$ cat config.mk
export PLATFORM = sky130hd
export DESIGN_NAME = gtkt_front
export DESIGN_NICKNAME = d
export VERILOG_FILES = /design/src/hw/rtl/gtkt_pkg.sv /design/src/hw/rtl/gtkt_front.sv
export SDC_FILE = /design/constraint.sdc
export NUM_CORES = 1
export LEC_CHECK = 0
export ABC_AREA = 0
export BUFFER_PORTS_ARGS = -buffer_cell sky130_fd_sc_hd__buf_4
export CAP_MARGIN = 20
export CORE_ASPECT_RATIO = 1.5
export CORE_MARGIN = 4
export CORE_UTILIZATION = 30
export CTS_CLUSTER_DIAMETER = 100
export DETAILED_ROUTE_END_ITERATION = 16
export PLACE_DENSITY = 0.48
export SLEW_MARGIN = 25
export SYNTH_ARGS = -nofsm -noshare
export SYNTH_HDL_FRONTEND = slang
export SYNTH_SLANG_ARGS = --single-unit
$ cat constraint.sdc
create_clock -name clk -period 4.1 [get_ports clk]
set_input_delay 0.82 -clock clk [delete_from_list [all_inputs] [get_ports clk]]
set_output_delay 0.82 -clock clk [all_outputs]
set_load 0.02 [all_outputs]
$ cat src/hw/rtl/gtkt_pkg.sv
// Shared types and constants of the generation-tagged key table.
// Depends on nothing.
`default_nettype none

package gtkt_pkg;

  localparam int INDEX_BITS = 8;
  localparam int HANDLE_BITS = 32;
  localparam int GEN_BITS = HANDLE_BITS - INDEX_BITS;
  localparam int VALUE_BITS = 32;
  localparam int SLOT_COUNT_DEFAULT = 64;
  localparam int QUEUE_DEPTH = 2;

  typedef enum logic [1:0] {
    FUNC_CREATE = 2'd0,
    FUNC_DELETE = 2'd1,
    FUNC_SET    = 2'd2,
    FUNC_GET    = 2'd3
  } func_t;

  typedef enum logic [1:0] {
    ST_OK      = 2'd0,
    ST_INVALID = 2'd1,
    ST_FULL    = 2'd2
  } status_t;

  typedef enum logic {
    BK_ISSUE = 1'b0,
    BK_EXEC  = 1'b1
  } back_state_t;

  typedef struct packed {
    func_t                  func;
    logic                   idx_ok;
    logic [INDEX_BITS-1:0]  index_field;
    logic [GEN_BITS-1:0]    gen;
    logic [VALUE_BITS-1:0]  value;
  } q_entry_t;

endpackage

`default_nettype wire

$ cat src/hw/rtl/gtkt_front.sv
// Front end: splits and checks each request's handle and queues it.
// Depends on gtkt_pkg.
`default_nettype none

module gtkt_front #(
  parameter int SLOT_COUNT = gtkt_pkg::SLOT_COUNT_DEFAULT
) (
  input  wire logic                            clk,
  input  wire logic                            rst,
  input  wire logic                            start,
  input  wire logic [1:0]                      func,
  input  wire logic [gtkt_pkg::HANDLE_BITS-1:0] key_handle,
  input  wire logic [gtkt_pkg::VALUE_BITS-1:0]  value_in,
  output logic                                 busy,
  output logic                                 q_valid,
  output gtkt_pkg::q_entry_t                   q_head,
  input  wire logic                            q_pop
);

  localparam int PTR_W = $clog2(gtkt_pkg::QUEUE_DEPTH);

  gtkt_pkg::q_entry_t entries [gtkt_pkg::QUEUE_DEPTH];
  gtkt_pkg::q_entry_t push_entry;
  logic [PTR_W-1:0] wr_ptr;
  logic [PTR_W-1:0] rd_ptr;
  logic [PTR_W:0]   count;
  logic             push;
  logic             pop;

  always_comb begin
    push_entry.func        = gtkt_pkg::func_t'(func);
    push_entry.index_field = key_handle[gtkt_pkg::INDEX_BITS-1:0];
    push_entry.gen         = key_handle[gtkt_pkg::HANDLE_BITS-1:gtkt_pkg::INDEX_BITS];
    push_entry.value       = value_in;
    push_entry.idx_ok      = (push_entry.index_field != '0) &&
                             (push_entry.index_field <= gtkt_pkg::INDEX_BITS'(SLOT_COUNT)) &&
                             (push_entry.gen != '0);
  end

  assign busy    = (count == (PTR_W + 1)'(gtkt_pkg::QUEUE_DEPTH));
  assign push    = start && !busy;
  assign q_valid = (count != '0);
  assign pop     = q_pop && q_valid;
  assign q_head  = entries[rd_ptr];

  always_ff @(posedge clk) begin
    if (push) begin
      entries[wr_ptr] <= push_entry;
    end
  end

  always_ff @(posedge clk) begin
    if (rst) begin
      wr_ptr <= '0;
      rd_ptr <= '0;
      count  <= '0;
    end else begin
      if (push) begin
        wr_ptr <= wr_ptr + PTR_W'(1);
      end
      if (pop) begin
        rd_ptr <= rd_ptr + PTR_W'(1);
      end
      if (push && !pop) begin
        count <= count + (PTR_W + 1)'(1);
      end else if (pop && !push) begin
        count <= count - (PTR_W + 1)'(1);
      end
    end
  end

endmodule

`default_nettype wire

==> impl_metrics.env <==
export IMPL_first_pass_iters=4
export IMPL_cts_tree="yes"
export IMPL_synth_top_cell_area_share=0.782
export IMPL_rr_endpoint="entries[0][40]$_DFFE_PP_"
export IMPL_criticalPathCategory="flip-flop to primary output"
export IMPL_r2r_setup_slack_ns=2.02
export IMPL_maxCapViolations=0
export IMPL_min_period_over_period=0.689
export IMPL_critPathLaunchType="flip-flop"
export IMPL_routed_wl_um=10700
export IMPL_nFillCells=1567
export IMPL_cp_data_required_time_ns=3.28
export IMPL_root_buffer="clkbuf_16"
export IMPL_worst_pin_slew_ns=0.998
export IMPL_ys_ff_latch=139
export IMPL_avgSynthCellArea_um2=20.9
export IMPL_synth_cell_types=23
export IMPL_final_cell_area_um2=7070
export IMPL_p_leak_nw=2.61
export IMPL_min_from="rd_ptr$_SDFFE_PP0P_"
export IMPL_gp_congestion=0.721
export IMPL_clkLatencyLatePin_ns=0.40
export IMPL_setup_slack_ns=1.27
export IMPL_endpoint_kind="primary output"
export IMPL_whs_ns=0.499
export IMPL_portBuffers=138
export IMPL_dieWidth_um=115
export IMPL_clkTransAtPathRegs_ns=0.06
export IMPL_hold_viol_final=0
export IMPL_gr_total_overflow=0
export IMPL_cts_resized=0
export IMPL_drive_above_1_share=0.595
export IMPL_r2r_start="count[0]$_SDFFE_PP0P_"
export IMPL_area_growth_pct=37.3
export IMPL_timing_fmax_mhz=354
export IMPL_cts_setup_buffers=0
export IMPL_reg2regPathDepth=4
export IMPL_synth_top_flop_cell="edfxtp_1"
export IMPL_finalMaxSlewViolations=0
export IMPL_grt_pass1_wl_um=16400
export IMPL_track_usage=0.113
export IMPL_skew_ns=0.00870
export IMPL_dr_first_iter_drc_count=92
export IMPL_period_minus_slack_ns=2.83
export IMPL_worstPathArrival_ns=2.01
export IMPL_crit_path_max_fanout=67
export IMPL_hold_buffers=0
export IMPL_grt_max_degree=68
export IMPL_p_per_area_nw_per_um2=682
export IMPL_synth_edf_count=134
export IMPL_cts_buffers=17
export IMPL_synth_top_area_cell="edfxtp_1"
export IMPL_total_power_mw=4.82
export IMPL_die_h_um=168
export IMPL_diodes=0
export IMPL_dp_cells=588
export IMPL_peakVddDrop_uv=275
export IMPL_top_level_ports=139
export IMPL_wire_per_inst_um=17.3
export IMPL_fin_util=0.420
export IMPL_nNetsFinal=468
export IMPL_status="complete, no violations"
export IMPL_place_area_um2=6410
export IMPL_synthesis_nets=317
export IMPL_ant_nets=0
export IMPL_synth_area_um2=5150
export IMPL_drc=0
export IMPL_dieArea_um2=19400
export IMPL_antenna_found_initial=0
export IMPL_synth_commonest_cells="134 x edfxtp_1, 67 x mux2_2, 6 x nor2_1, 5 x dfxtp_1, 5 x nor4_1"
export IMPL_synthArstFlopShare=0
export IMPL_setup_violations=0
export IMPL_start_util=0.306
export IMPL_yosysWarnings=0
export IMPL_ys_seq_area_frac=0.801
export IMPL_fin_tns_setup_ns=0
export IMPL_vias_per_cell=4.43
export IMPL_vias=2747
export IMPL_layout_cells_non_filler=620
export IMPL_htree_num_levels=4
export IMPL_pre_cts_ws_ns=1.53
export IMPL_rows=58
export IMPL_cts_buffer_depth=2
export IMPL_synth_top_cells_by_area="edfxtp_1 78%, mux2_2 15%, dfxtp_1 1.9%"
export IMPL_yosysMostFrequentCell="edfxtp_1"
export IMPL_maxSlewHeadroom=0.335
export IMPL_min_path_cells=2
export IMPL_coreArea_um2=16800
export IMPL_grt_pass1_vias=2960
export IMPL_synthCells=246
export IMPL_clock_sinks=139
export IMPL_rsz0062_at_grt="no"
export IMPL_min_path_type="flip-flop to flip-flop"
==> power breakdown <==
group | internal (mW) | switching, mW
logic | 0.574 | 0.617
clock network | 1.09 | 0.600
registers | 1.79 | 0.140
==> critical path: stages (launching register included) <==
cell	delay [ns]
dfxtp_4	0.97
mux2_2	0.43
buf_4	0.16
==> state kept, by name, indices dropped and copies added (netlist names), named ones only <==
| signal | cells |
|---|---|
| entries | 134 |
| wr_ptr | 1 |
| count | 2 |
| rd_ptr | 1 |
==> per-layer routing <==
metal,share of wire,track usage,vias to the layer above
li1,-,-,1285
met1,0.37,0.123,1373
met2,0.55,0.199,81
met3,0.066,0.0379,8
met4,0.014,0.0460,0
met5,0,0,-
==> worst max-delay path by stage <==
stage	from	slack (ns)	cells after the start	end
final	flip-flop	1.27	2	q_head[49]
after global routing	flip-flop	1.15	2	q_head[35]
after CTS	flip-flop	1.17	2	q_head[35]
after detailed placement	start	1.53	5	entries[0][16]$_DFFE_PP_
after global placement	start	1.54	5	entries[0][16]$_DFFE_PP_
after floorplan	start	1.08	3	entries[1][0]$_DFFE_PP_
==> placed cells by master (no fill, tap or decap), drive strengths merged, types with 2 or more instances in the layout <==
cell type  count
mux2          67
buf          139
edfxtp       134
bufinv         5
inv            6
a21oi          2
or4            2
xor2           3
dfxtp          5
clkbuf        17
nor2           6
or3            2
clkinv         5
o21ai          3
nor4           5
==> final cells by class <==
class,instances,area [µm²],share of cell area
Multi-Input combinational cell,98,963,0.136
Timing Repair Buffer,139,1040,0.148
Tap cell,210,263,0.0372
Clock inverter,15,236,0.0335
Sequential cell,139,4130,0.584
Clock buffer,17,425,0.0602
Inverter,2,8.76,0.00124
==> kinds of logic after synthesis <==
group,count (synthesis),share of synthesized area
buffers and inverters,9,0.0124
adder cells (fa/ha/maj),1,0.00243
multiplexers,67,0.147
AO/OA/AOI/OAI,7,0.00923
XOR/XNOR,3,0.00510
flip-flops,139,0.801
AND/OR/NAND/NOR,20,0.0233
Power figures use the tool's default switching activity.
